<file path="config.mk">
export PLATFORM = sky130hd
export DESIGN_NAME = strict_priority_ready_queue
export DESIGN_NICKNAME = d
export VERILOG_FILES = /design/src/hdl/sprq_pkg.sv /design/src/hdl/sprq_cell.sv /design/src/hdl/strict_priority_ready_queue.sv
export SDC_FILE = /design/constraint.sdc
export NUM_CORES = 1
export LEC_CHECK = 0
export ABC_AREA = 1
export BUFFER_PORTS_ARGS = -buffer_cell sky130_fd_sc_hd__clkbuf_2
export CAP_MARGIN = 20
export CORE_UTILIZATION = 61
export CTS_CLUSTER_DIAMETER = 50
export DETAILED_ROUTE_END_ITERATION = 10
export PLACE_DENSITY = 0.78
export SLEW_MARGIN = 0
export SYNTH_ARGS = -nofsm -noshare
export SYNTH_HDL_FRONTEND = slang
export SYNTH_SLANG_ARGS = --single-unit
</file>
<file path="constraint.sdc">
create_clock -name clk -period 4.6 [get_ports clk]
set_input_delay 0.92 -clock clk [delete_from_list [all_inputs] [get_ports clk]]
set_output_delay 0.92 -clock clk [all_outputs]
set_load 0.005 [all_outputs]
</file>
<file path="src/hdl/sprq_pkg.sv">
`timescale 1ns / 1ps
// ----------------------------------------------------------------------------
// Ready queue package
// Shared widths, defaults, operation codes and the command that the
// control logic sends to every cell of the queue.
// ----------------------------------------------------------------------------
package sprq_pkg;

	localparam int PRIO_W = 8;
	localparam int ID_W = 4;
	localparam int SLOT_COUNT_DEF = 16;
	localparam logic [PRIO_W-1:0] IDLE_PRIO_DEF = 8'd255;

	typedef enum logic [1:0] {
		KIND_CREATE   = 2'd0,
		KIND_EXIT     = 2'd1,
		KIND_YIELD    = 2'd2,
		KIND_SET_PRIO = 2'd3
	} kind_t;

	typedef enum logic [2:0] {
		CELL_HOLD,
		CELL_SHIFT,
		CELL_MARK,
		CELL_BUBBLE,
		CELL_INSERT
	} cell_op_t;

	typedef struct packed {
		cell_op_t          op;
		logic [PRIO_W-1:0] key_prio;
	} cell_cmd_t;

endpackage

</file>
<file path="src/hdl/sprq_cell.sv">
`timescale 1ns / 1ps
// ----------------------------------------------------------------------------
// Ready queue cell
// Holds one queue entry and moves it to or from its neighbors on the
// broadcast command: shift toward the head, mark, hole bubble, insert.
// ----------------------------------------------------------------------------
module sprq_cell #(
	parameter int SLOT_W = 4,
	parameter logic [sprq_pkg::PRIO_W-1:0] IDLE_PRIORITY = sprq_pkg::IDLE_PRIO_DEF,
	parameter bit IS_HEAD = 1'b0
) (
	input  logic                        clk,
	input  logic                        arst_n,
	input  sprq_pkg::cell_cmd_t         cmd,
	input  logic [SLOT_W-1:0]           key_slot,
	input  logic                        left_valid,
	input  logic [SLOT_W-1:0]           left_slot,
	input  logic [sprq_pkg::PRIO_W-1:0] left_prio,
	input  logic                        left_hole,
	input  logic                        left_gt,
	input  logic                        right_valid,
	input  logic [SLOT_W-1:0]           right_slot,
	input  logic [sprq_pkg::PRIO_W-1:0] right_prio,
	output logic                        valid,
	output logic                        hole,
	output logic [SLOT_W-1:0]           slot,
	output logic [sprq_pkg::PRIO_W-1:0] prio,
	output logic                        gt
);
	import sprq_pkg::*;

	logic              valid_q;
	logic              hole_q;
	logic [SLOT_W-1:0] slot_q;
	logic [PRIO_W-1:0] prio_q;

	assign valid = valid_q;
	assign hole  = hole_q;
	assign slot  = slot_q;
	assign prio  = prio_q;
	assign gt    = !valid_q || (prio_q > cmd.key_prio);

	always_ff @(posedge clk or negedge arst_n) begin
		if (!arst_n) begin
			valid_q <= IS_HEAD;
			hole_q  <= 1'b0;
			slot_q  <= '0;
			prio_q  <= IDLE_PRIORITY;
		end else begin
			unique case (cmd.op)
				CELL_HOLD: begin
				end
				CELL_SHIFT: begin
					valid_q <= right_valid;
					slot_q  <= right_slot;
					prio_q  <= right_prio;
					hole_q  <= 1'b0;
				end
				CELL_MARK: begin
					if (valid_q && slot_q == key_slot) begin
						hole_q <= 1'b1;
					end
				end
				CELL_BUBBLE: begin
					if (hole_q) begin
						valid_q <= right_valid;
						slot_q  <= right_slot;
						prio_q  <= right_prio;
						hole_q  <= 1'b0;
					end else if (left_hole && valid_q) begin
						hole_q <= 1'b1;
					end
				end
				CELL_INSERT: begin
					if (gt) begin
						if (left_gt) begin
							valid_q <= left_valid;
							slot_q  <= left_slot;
							prio_q  <= left_prio;
						end else begin
							valid_q <= 1'b1;
							slot_q  <= key_slot;
							prio_q  <= cmd.key_prio;
						end
					end
				end
				default: begin
				end
			endcase
		end
	end

endmodule

</file>
<file path="src/hdl/strict_priority_ready_queue.sv">
`timescale 1ns / 1ps
// ----------------------------------------------------------------------------
// Strict priority ready queue
// Task scheduler queue built as a row of cells sorted by priority, with
// first-come order among equal priorities and the idle task at the back.
// ----------------------------------------------------------------------------
// The slave stream carries one operation per beat: tuser holds the kind
// (create, exit, yield, set priority), tdata the target task and priority.
// The master stream returns one result beat per operation with the running
// task, the created slot, a switch flag and an error flag.
// Create and a yield that moves the running task pass through decide,
// insert and done between accept and result; exit, a yield that changes
// nothing and rejected operations go from decide straight to done. Set
// priority marks the target, then lets the gap it leaves travel one
// cell per cycle toward the tail before the task is inserted again.
// Insertion happens in the insert state: every cell compares the new
// priority at once and shifts toward the tail where needed.
// After reset only the idle task is queued and active. A new operation is
// accepted as soon as the previous one is finished, even while its result
// still waits; if the receiver stalls, the next result is held until the
// output register is free, and input stays blocked meanwhile.
// ----------------------------------------------------------------------------
module strict_priority_ready_queue #(
	parameter int SLOT_COUNT = sprq_pkg::SLOT_COUNT_DEF,
	parameter logic [sprq_pkg::PRIO_W-1:0] IDLE_PRIORITY = sprq_pkg::IDLE_PRIO_DEF
) (
	input  logic        clk,
	input  logic        arst_n,
	input  logic        s_axis_tvalid,
	output logic        s_axis_tready,
	input  logic [15:0] s_axis_tdata,  // task_id[3:0], priority_req[11:4]
	input  logic [1:0]  s_axis_tuser,  // kind[1:0]
	output logic        m_axis_tvalid,
	input  logic        m_axis_tready,
	output logic [7:0]  m_axis_tdata,  // running_task[3:0], created_task[7:4]
	output logic [1:0]  m_axis_tuser   // switched[0], error[1]
);
	import sprq_pkg::*;

	localparam int SLOT_W = $clog2(SLOT_COUNT);

	typedef enum logic [2:0] {
		S_IDLE,
		S_DECIDE,
		S_MARK,
		S_BUBBLE,
		S_INSERT,
		S_DONE
	} state_t;

	state_t              state_q;
	kind_t               kind_q;
	logic [ID_W-1:0]     tid_q;
	logic [PRIO_W-1:0]   prio_q;
	logic [SLOT_W-1:0]   before_q;
	logic [SLOT_W-1:0]   key_slot_q;
	logic [PRIO_W-1:0]   key_prio_q;
	logic [SLOT_W-1:0]   created_q;
	logic                err_q;
	logic [SLOT_COUNT-1:0] active_q;
	logic                m_tvalid_q;
	logic [7:0]          m_tdata_q;
	logic [1:0]          m_tuser_q;

	logic [SLOT_COUNT-1:0] cell_valid;
	logic [SLOT_COUNT-1:0] cell_hole;
	logic [SLOT_COUNT-1:0] cell_gt;
	logic [SLOT_W-1:0]    cell_slot [SLOT_COUNT];
	logic [PRIO_W-1:0]    cell_prio [SLOT_COUNT];

	cell_cmd_t            cmd;
	logic [SLOT_COUNT-1:0] free_vec;
	logic [SLOT_COUNT-1:0] free_onehot;
	logic                 free_any;
	logic [SLOT_W-1:0]    free_slot;
	logic [SLOT_W-1:0]    tid_slot;
	logic                 tid_active;
	logic                 prio_bad;
	logic                 yield_move;
	logic                 dec_err;
	logic                 hole_any;

	assign s_axis_tready = (state_q == S_IDLE);
	assign m_axis_tvalid = m_tvalid_q;
	assign m_axis_tdata  = m_tdata_q;
	assign m_axis_tuser  = m_tuser_q;
	assign hole_any      = |cell_hole;

	always_comb begin
		free_vec    = ~(active_q | SLOT_COUNT'(1));
		free_onehot = free_vec & (~free_vec + SLOT_COUNT'(1));
		free_any    = |free_vec;
		free_slot   = '0;
		for (int i = 0; i < SLOT_COUNT; i++) begin
			if (free_onehot[i]) begin
				free_slot = free_slot | SLOT_W'(i);
			end
		end
	end

	always_comb begin
		tid_slot   = SLOT_W'(tid_q);
		tid_active = (int'(tid_q) < SLOT_COUNT) && active_q[tid_slot];
		prio_bad   = (prio_q >= IDLE_PRIORITY);
		yield_move = cell_valid[1] && !(cell_prio[0] < cell_prio[1]);
		unique case (kind_q)
			KIND_CREATE:   dec_err = prio_bad || !free_any;
			KIND_EXIT:     dec_err = (cell_slot[0] == '0);
			KIND_YIELD:    dec_err = 1'b0;
			KIND_SET_PRIO: dec_err = prio_bad || (tid_q == '0) || !tid_active;
			default:       dec_err = 1'b1;
		endcase
	end

	always_comb begin
		cmd.key_prio = key_prio_q;
		cmd.op       = CELL_HOLD;
		unique case (state_q)
			S_DECIDE: begin
				if (!dec_err && (kind_q == KIND_EXIT ||
						(kind_q == KIND_YIELD && yield_move))) begin
					cmd.op = CELL_SHIFT;
				end
			end
			S_MARK:   cmd.op = CELL_MARK;
			S_BUBBLE: cmd.op = hole_any ? CELL_BUBBLE : CELL_HOLD;
			S_INSERT: cmd.op = CELL_INSERT;
			default:  cmd.op = CELL_HOLD;
		endcase
	end

	for (genvar i = 0; i < SLOT_COUNT; i++) begin : g_cell
		logic              l_valid;
		logic [SLOT_W-1:0] l_slot;
		logic [PRIO_W-1:0] l_prio;
		logic              l_hole;
		logic              l_gt;
		logic              r_valid;
		logic [SLOT_W-1:0] r_slot;
		logic [PRIO_W-1:0] r_prio;

		if (i == 0) begin : g_head
			assign l_valid = 1'b0;
			assign l_slot  = '0;
			assign l_prio  = '0;
			assign l_hole  = 1'b0;
			assign l_gt    = 1'b0;
		end else begin : g_body
			assign l_valid = cell_valid[i-1];
			assign l_slot  = cell_slot[i-1];
			assign l_prio  = cell_prio[i-1];
			assign l_hole  = cell_hole[i-1];
			assign l_gt    = cell_gt[i-1];
		end

		if (i == SLOT_COUNT - 1) begin : g_tail
			assign r_valid = 1'b0;
			assign r_slot  = '0;
			assign r_prio  = '0;
		end else begin : g_inner
			assign r_valid = cell_valid[i+1];
			assign r_slot  = cell_slot[i+1];
			assign r_prio  = cell_prio[i+1];
		end

		sprq_cell #(
			.SLOT_W        (SLOT_W),
			.IDLE_PRIORITY (IDLE_PRIORITY),
			.IS_HEAD       (i == 0)
		) u_cell (
			.clk         (clk),
			.arst_n      (arst_n),
			.cmd         (cmd),
			.key_slot    (key_slot_q),
			.left_valid  (l_valid),
			.left_slot   (l_slot),
			.left_prio   (l_prio),
			.left_hole   (l_hole),
			.left_gt     (l_gt),
			.right_valid (r_valid),
			.right_slot  (r_slot),
			.right_prio  (r_prio),
			.valid       (cell_valid[i]),
			.hole        (cell_hole[i]),
			.slot        (cell_slot[i]),
			.prio        (cell_prio[i]),
			.gt          (cell_gt[i])
		);
	end

	always_ff @(posedge clk or negedge arst_n) begin
		if (!arst_n) begin
			state_q    <= S_IDLE;
			kind_q     <= KIND_CREATE;
			tid_q      <= '0;
			prio_q     <= '0;
			before_q   <= '0;
			key_slot_q <= '0;
			key_prio_q <= '0;
			created_q  <= '0;
			err_q      <= 1'b0;
			active_q   <= SLOT_COUNT'(1);
			m_tvalid_q <= 1'b0;
			m_tdata_q  <= '0;
			m_tuser_q  <= '0;
		end else begin
			if (state_q == S_DONE && (!m_tvalid_q || m_axis_tready)) begin
				m_tvalid_q <= 1'b1;
			end else if (m_axis_tready) begin
				m_tvalid_q <= 1'b0;
			end
			unique case (state_q)
				S_IDLE: begin
					if (s_axis_tvalid) begin
						kind_q   <= kind_t'(s_axis_tuser);
						tid_q    <= s_axis_tdata[3:0];
						prio_q   <= s_axis_tdata[11:4];
						before_q <= cell_slot[0];
						state_q  <= S_DECIDE;
					end
				end
				S_DECIDE: begin
					err_q     <= dec_err;
					created_q <= (kind_q == KIND_CREATE && !dec_err) ? free_slot : '0;
					unique case (kind_q)
						KIND_CREATE: begin
							key_slot_q <= free_slot;
							key_prio_q <= prio_q;
							if (dec_err) begin
								state_q <= S_DONE;
							end else begin
								active_q[free_slot] <= 1'b1;
								state_q             <= S_INSERT;
							end
						end
						KIND_EXIT: begin
							if (!dec_err) begin
								active_q[cell_slot[0]] <= 1'b0;
							end
							state_q <= S_DONE;
						end
						KIND_YIELD: begin
							key_slot_q <= cell_slot[0];
							key_prio_q <= cell_prio[0];
							state_q    <= yield_move ? S_INSERT : S_DONE;
						end
						KIND_SET_PRIO: begin
							key_slot_q <= tid_slot;
							key_prio_q <= prio_q;
							state_q    <= dec_err ? S_DONE : S_MARK;
						end
						default: state_q <= S_DONE;
					endcase
				end
				S_MARK: begin
					state_q <= S_BUBBLE;
				end
				S_BUBBLE: begin
					if (!hole_any) begin
						state_q <= S_INSERT;
					end
				end
				S_INSERT: begin
					state_q <= S_DONE;
				end
				S_DONE: begin
					if (!m_tvalid_q || m_axis_tready) begin
						m_tdata_q  <= {4'(created_q), 4'(cell_slot[0])};
						m_tuser_q  <= {err_q, cell_slot[0] != before_q};
						state_q    <= S_IDLE;
					end
				end
				default: state_q <= S_IDLE;
			endcase
		end
	end

`ifndef SYNTHESIS
	a_idle_queued: assert property (@(posedge clk) disable iff (!arst_n)
		cell_valid[0])
		else $error("queue head cell is empty");

	a_single_hole: assert property (@(posedge clk) disable iff (!arst_n)
		$onehot0(cell_hole))
		else $error("more than one hole in the queue");

	a_count_match: assert property (@(posedge clk) disable iff (!arst_n)
		state_q == S_IDLE |-> $countones(cell_valid) == $countones(active_q))
		else $error("queued entries differ from active slots");

	a_no_hole_idle: assert property (@(posedge clk) disable iff (!arst_n)
		state_q == S_INSERT |-> !hole_any)
		else $error("insert started while a hole remains");
`endif

endmodule
</file>
==> results of run 1 <==
[stage by stage]
step / hold slack, ns / instances / area (um2) / setup slack [ns]
floorplan: 0.442 / 3265 / 21800 / 1.76
global placement: 0.451 / 3599 / 22100 / 1.05
detailed placement: 0.454 / 3599 / 22100 / 0.878
CTS: 0.443 / 3676 / 23500 / 0.864
global route: 0.474 / 3680 / 23600 / 0.580
finish: 0.437 / 3680 / 23600 / 0.806
[flip-flops by register name (all words and copies together), names as in the netlist]
register and cells:
g_cell.u_cell.prio 128, g_cell.u_cell.slot 64, active_q 16, g_cell.u_cell.hole 16, g_cell.u_cell.valid 16, key_prio_q 8
m_axis_tdata 8, prio_q 8, before_q 4, created_q 4, key_slot_q 4, tid_q 4
state_q 3, kind_q 2, m_axis_tuser 2, err_q 1, m_axis_tvalid 1
[where the power goes]
part           switching (mW)  leakage (nW)  internal [mW]  total (mW)
clock                    1.31         0.680           1.92        3.23
sequential              0.442          3.48           2.89        3.34
combinational            4.03          7.98           1.58        5.61
total                    5.78          12.1           6.39        12.2
[placed cells by master (no fill, tap or decap), types with 6 or more instances in the layout]
cell          n
a21oi_1      92
dfstp_2     130
o22ai_1      42
nand2_1    1151
o211ai_1     12
mux2_2        8
nand3_1     574
clkbuf_16    43
clkinv_2      8
a21o_1        8
o21bai_1      9
a211oi_1     10
nor2_1       81
xnor2_1      13
inv_1       304
ha_1        140
clkbuf_2     28
nand2_4      10
clkbuf_1      6
o21ai_0     227
dfrtp_1     159
buf_4        51
nand4_1      27
o41ai_1      14
inv_6         7
[synth_stat cells, types with 34 or more instances]
library cell | n | area share, %
nand2_1 | 1151 | 20
nand3_1 | 574 | 13
inv_1 | 304 | 5.2
o21ai_0 | 227 | 5.2
dfrtp_1 | 159 | 18
ha_1 | 140 | 8.0
clkbuf_1 | 130 | 2.2
dfstp_2 | 130 | 16
a21oi_1 | 92 | 2.1
nor2_1 | 81 | 1.4
o22ai_1 | 42 | 1.2
buf_2 | 34 | 0.78
[routing by layer]
metal	vias to the layer above	part of all wire, %
met1	10424	42
met2	1122	46
met3	154	9.1
met5	-	0
li1	10586	-
met4	0	3.5
[logic make-up after synthesis]
| group | count (synthesis) |
|---|---|
| xor+xnor | 17 |
| simple gates | 1865 |
| compound gates | 431 |
| fa+ha+maj | 140 |
| mux | 12 |
| buf+inv | 511 |
| flops | 289 |
[worst max path at each step]
stage                              from                   endpoint  slack (ns)  cells after the start
after global routing      key_prio_q[7]   g_cell[9].u_cell.slot[2]        0.58                     14
final                     key_prio_q[7]   g_cell[7].u_cell.prio[2]        0.81                     14
after global placement    key_prio_q[7]  g_cell[11].u_cell.slot[1]        1.05                     14
after floorplan           key_prio_q[3]   g_cell[0].u_cell.slot[3]        1.76                     13
after CTS                 key_prio_q[7]  g_cell[11].u_cell.slot[1]        0.86                     14
after detailed placement  key_prio_q[7]  g_cell[11].u_cell.slot[1]        0.88                     14
[layout make-up]
cell class	instances	area (um2)	share of cell area, %
tap	455	569	2.41
clock inverter	24	230	0.976
timing repair buffer	86	673	2.85
inverter	308	1160	4.91
sequential	289	7390	31.4
multi-input combinational	2465	12400	52.6
clock buffer	53	1150	4.89
==> impl_metrics.tcl, run 1 <==
set metrics [dict create \
    crit_path_top_delay_cell "inv_1" \
    crit_chain "inv_1, buf_12, ha_1, a21oi_1, o21ai_0, a21o_1, o21ai_0, buf_4, nand2_1, o22ai_1, inv_1, nand2_1, nand2_1, nand2_1" \
    slew_viol_final 0 \
    clkTransAtPathRegs_ns 0.06 \
    synth_ff_type "dfrtp_1" \
    synth_top_family_by_area "simple AND/OR/NAND/NOR gates" \
    grt_use_met2_pct 58.1 \
    initial_core_util_pct 62.6 \
    tns_ns 0 \
    cts_setup_buffers 0 \
    grtUsageMet3_pct 5.49 \
    seq_area_frac_synth_pct 33.8 \
    viasPerCell 6.06 \
    syn_inst 3265 \
    cts_sinks 289 \
    critPathKind "flop to flop" \
    cts_max_path_buffers 3 \
    arrival_ns 4.31 \
    worstPathRequired_ns 5.11 \
    numCtsBuffers 42 \
    drtIter0Drc 2620 \
    synth-xor-area-share_pct 0.682 \
    rsz0062_at_grt "no" \
    synth-simple-area-share_pct 36.3 \
    core_area_mm2 0.0349 \
    worst_path_most_repeated_cell "nand2_1" \
    utilization_pct 67.6 \
    die_h_um 191 \
    gr-max-usage-layer "met2" \
    row_count 68 \
    worst-path-buf-inv 4 \
    synth.mux.area_fraction_pct 0.596 \
    synth_seq_cells 289 \
    cp_slowest_stage_delay_ns 0.59 \
    syn-mean-instance-area_um2 6.69 \
    grt_pass1_wl_um 107000 \
    reg2reg_from "key_prio_q[7]" \
    wl_per_cell_um 18.1 \
    cts_hold_repair.buffers 0 \
    hold_path_class "primary input to async pin" \
    synth-compound-area-share_pct 11.1 \
    drt_pre_antenna_iters 5 \
    total_power_mw 12.2 \
    antenna_found_initial 0 \
    finClkSkew_ns 0.0267 \
    fmax_mhz 264 \
    ff2ff_path_depth 14 \
    syn-num-nets 3427 \
    ir_worst_vdd_v 0.000623 \
    cts_tree "yes" \
    hold_violations 0 \
    min_period_over_period_pct 82.5 \
    dieWidth_um 191 \
    critPathCaptureType "flop" \
    cts_resized 0 \
    status "complete, no violations" \
    maxCapViolations 0 \
    tightest_slew_ns 1.14 \
    drc 0 \
    syn_to_final_growth_pct 7.95 \
    critPathTopFamily "buffers and inverters" \
    pin_count 34 \
    setup_viol 0 \
    ant_nets 0 \
    routed_wirelength_um 66700 \
    grt_pass1_vias 20779 \
    async_flop_share_pct 100 \
    synth_edf_count 0 \
    ys_warn_count 0 \
    fp.dieArea_mm2 0.0366 \
    h-tree-depth 2 \
    grt_usage_pct 36.6 \
    synthesis.area_mm2 0.0218 \
    grt_use_met1_pct 49.8 \
    power_density_mw_per_mm2 516 \
    nets 3354 \
    hpwl_um 44900 \
    clkLatencyLatePin_ns 0.58 \
    vias 22286 \
    synthAdderAreaFrac_pct 8.02 \
    leakagePower_nw 12.1 \
    n_antenna_cell 0 \
    synth.distinct_cells 51 \
    drive_gt1_share_pct 9.98 \
    crit_path_max_fanout 17 \
    slew_headroom_pct 24.1 \
    r2r_slack_ns 0.81 \
    fill_cells 3021 \
    timing.rr.end "g_cell[7].u_cell.prio[2]" \
    period_minus_slack_ns 3.79 \
    io_buffers 29 \
    cts_root_buf "clkbuf_16" \
    grt_overflow_total 0 \
    grt_max_degree 127 \
    start_kind "flop" \
    routabilityCongestion 0.926 \
]
Note: power is estimated with default switching activity, not from simulation.
==> run 2: changes to the inputs <==
--- a/config.mk
+++ b/config.mk
@@ -8,7 +8,7 @@
 export ABC_AREA = 1
 export BUFFER_PORTS_ARGS = -buffer_cell sky130_fd_sc_hd__clkbuf_2
 export CAP_MARGIN = 20
-export CORE_UTILIZATION = 61
+export CORE_UTILIZATION = 59
 export CTS_CLUSTER_DIAMETER = 50
 export DETAILED_ROUTE_END_ITERATION = 10
 export PLACE_DENSITY = 0.78
==> constraint.sdc (replaced) <==
create_clock -name clk -period 3.2 [get_ports clk]
set_input_delay 0.64 -clock clk [delete_from_list [all_inputs] [get_ports clk]]
set_output_delay 0.64 -clock clk [all_outputs]
set_load 0.005 [all_outputs]
==> impl_metrics.tcl, run 2 (synthesis gave the netlist of run 1 again) <==
set metrics [dict create \
    fp.dieArea_mm2 0.0378 \
    cts_hold_repair.buffers 1 \
    nets 3400 \
    clkLatencyLatePin_ns 0.57 \
    crit_path_max_fanout 16 \
    antenna_found_initial 0 \
    drtIter0Drc 2450 \
    grt_pass1_wl_um 111000 \
    hpwl_um 46500 \
    status "complete, no violations" \
    fmax_mhz 345 \
    setup_viol 0 \
    worst_path_most_repeated_cell "nand2_1" \
    grt_pass1_vias 21831 \
    grt_max_degree 131 \
    grt_usage_pct 36.2 \
    largest_reg_flops 128 \
    maxCapViolations 0 \
    power_density_mw_per_mm2 755 \
    regArea_mm2 0.00739 \
    fill_cells 3162 \
    placement.cell_area_mm2 0.0226 \
    slew_viol_final 0 \
    min_period_over_period_pct 90.5 \
    crit_chain "inv_1, buf_12, ha_1, nand2_1, nor2_1, nand3_1, o21ai_0, nand2_1, inv_1, nand2_1, a21oi_1, nand3_1, nand2_1" \
    critPathKind "flop to flop" \
    routabilityCongestion 0.934 \
    cts_tree "yes" \
    cts_max_path_buffers 3 \
    crit_path_top_delay_cell "o21ai_0" \
    worst-path-buf-inv 3 \
    cts_resized 0 \
    drt_pre_antenna_iters 6 \
    slew_headroom_pct 36.5 \
    clkTransAtPathRegs_ns 0.06 \
    timing.hold.ws_ns 0.297 \
    tns_ns 0 \
    core_area_mm2 0.0365 \
    die_h_um 194 \
    wl_per_cell_um 18.3 \
    io_buffers 29 \
    pin_count 34 \
    final_common_cell "nand2_1" \
    arrival_ns 3.40 \
    hold_path_class "primary input to flop" \
    period_minus_slack_ns 2.90 \
    critPathCaptureType "flop" \
    rsz0062_at_grt "no" \
    tightest_slew_ns 0.950 \
    n_antenna_cell 0 \
    ant_nets 0 \
    numCtsBuffers 41 \
    worstPathRequired_ns 3.71 \
    initial_core_util_pct 59.8 \
    grt_overflow_total 0 \
    final_cell_mix "nand2_1 (1,151), nand3_1 (574), inv_1 (304)" \
    h-tree-depth 2 \
    critPathTopFamily "simple AND/OR/NAND/NOR gates" \
    routed_wirelength_um 68300 \
    drc 0 \
    syn_to_final_growth_pct 10.3 \
    row_count 70 \
    cp_slowest_stage_delay_ns 0.47 \
    hold_violations 0 \
    start_kind "flop" \
    multi_input_comb_area_mm2 0.0124 \
    cts_setup_buffers 0 \
    viasPerCell 6.07 \
    cts_sinks 289 \
    drive_gt1_share_pct 11.2 \
    leakagePower_nw 12.4 \
    ir_worst_vdd_v 0.000613 \
    finClkSkew_ns 0.0242 \
    vias 22676 \
    dieWidth_um 194 \
    final_cell_area_mm2 0.0241 \
    cts_root_buf "clkbuf_16" \
]
run 2: cell types whose count changed in the layout (fill, tap and decap cells not counted), sizes merged:
| cell | before | now |
|---|---|---|
| buf | 58 | 104 |
| bufinv | 2 | 4 |
| inv | 315 | 311 |
| clkinvlp | 3 | 4 |
| dlygate4sd3 | 0 | 1 |
| clkinv | 12 | 10 |
| clkbuf | 81 | 82 |
run 2: where the power goes:
group          internal, mW  total (mW)  switching, mW
clock network          2.90        4.78           1.87
logic                  2.61        8.80           6.18
registers              4.16        4.62          0.459
run 2: final timing paths:
kind,end,slack (ns),cells after the start,start
setup / recovery,g_cell[15].u_cell.prio[4],0.30,13,key_prio_q[5]
hold / removal,prio_q[2],0.30,2,s_axis_tdata[6]
setup reg to reg,g_cell[15].u_cell.prio[4],0.30,13,key_prio_q[5]
hold reg to reg,g_cell[15].u_cell.prio[0],0.46,2,g_cell[15].u_cell.prio[0]
max in group asynchronous,g_cell[4].u_cell.prio[3],1.72,3,arst_n
min in group asynchronous,g_cell[9].u_cell.slot[2],0.59,2,arst_n
run 2: cell type report:
class,instances,share of cell area [%]
clock buffers,54,4.80
multi-input cells,2465,51.5
clock inverters,21,1.11
well taps,468,2.43
repair buffers,133,4.70
flip-flops and latches,289,30.7
inverters,308,4.81
run 2: worst register-to-register path, stage by stage (launching register included):
cell	delay (ns)
dfrtp_1	0.38
inv_1	0.10
buf_12	0.17
ha_1	0.31
nand2_1	0.05
nor2_1	0.13
nand3_1	0.10
o21ai_0	0.47
nand2_1	0.42
inv_1	0.28
nand2_1	0.10
a21oi_1	0.14
nand3_1	0.09
nand2_1	0.09
run 2: stage by stage:
| stage | utilization (%) | worst slack [ns] | instances | power, mW |
|---|---|---|---|---|
| 6_report | 66.0 | 0.303 | 3738 | 18.2 |
| 4_1_cts | 65.9 | 0.378 | 3737 | 17.9 |
| 3_3_place_gp | 62.0 | 0.475 | 3661 | 12.9 |
| 3_5_place_dp | 62.0 | 0.395 | 3661 | 13.1 |
| 2_1_floorplan | - | 0.361 | 3265 | 10.3 |
| 5_1_grt | 66.0 | 0.0672 | 3738 | 19.1 |
run 2: routing by layer:
| layer | up-vias | wire length, um | global-route usage [%] | part of all wire (%) |
|---|---|---|---|---|
| li1 | 10677 | - | - | - |
| met1 | 10618 | 28100 | 47.8 | 41 |
| met2 | 1160 | 31100 | 58.0 | 46 |
| met3 | 221 | 6190 | 5.74 | 9.1 |
| met4 | 0 | 2870 | 17.5 | 4.2 |
| met5 | - | 0 | 0 | 0 |
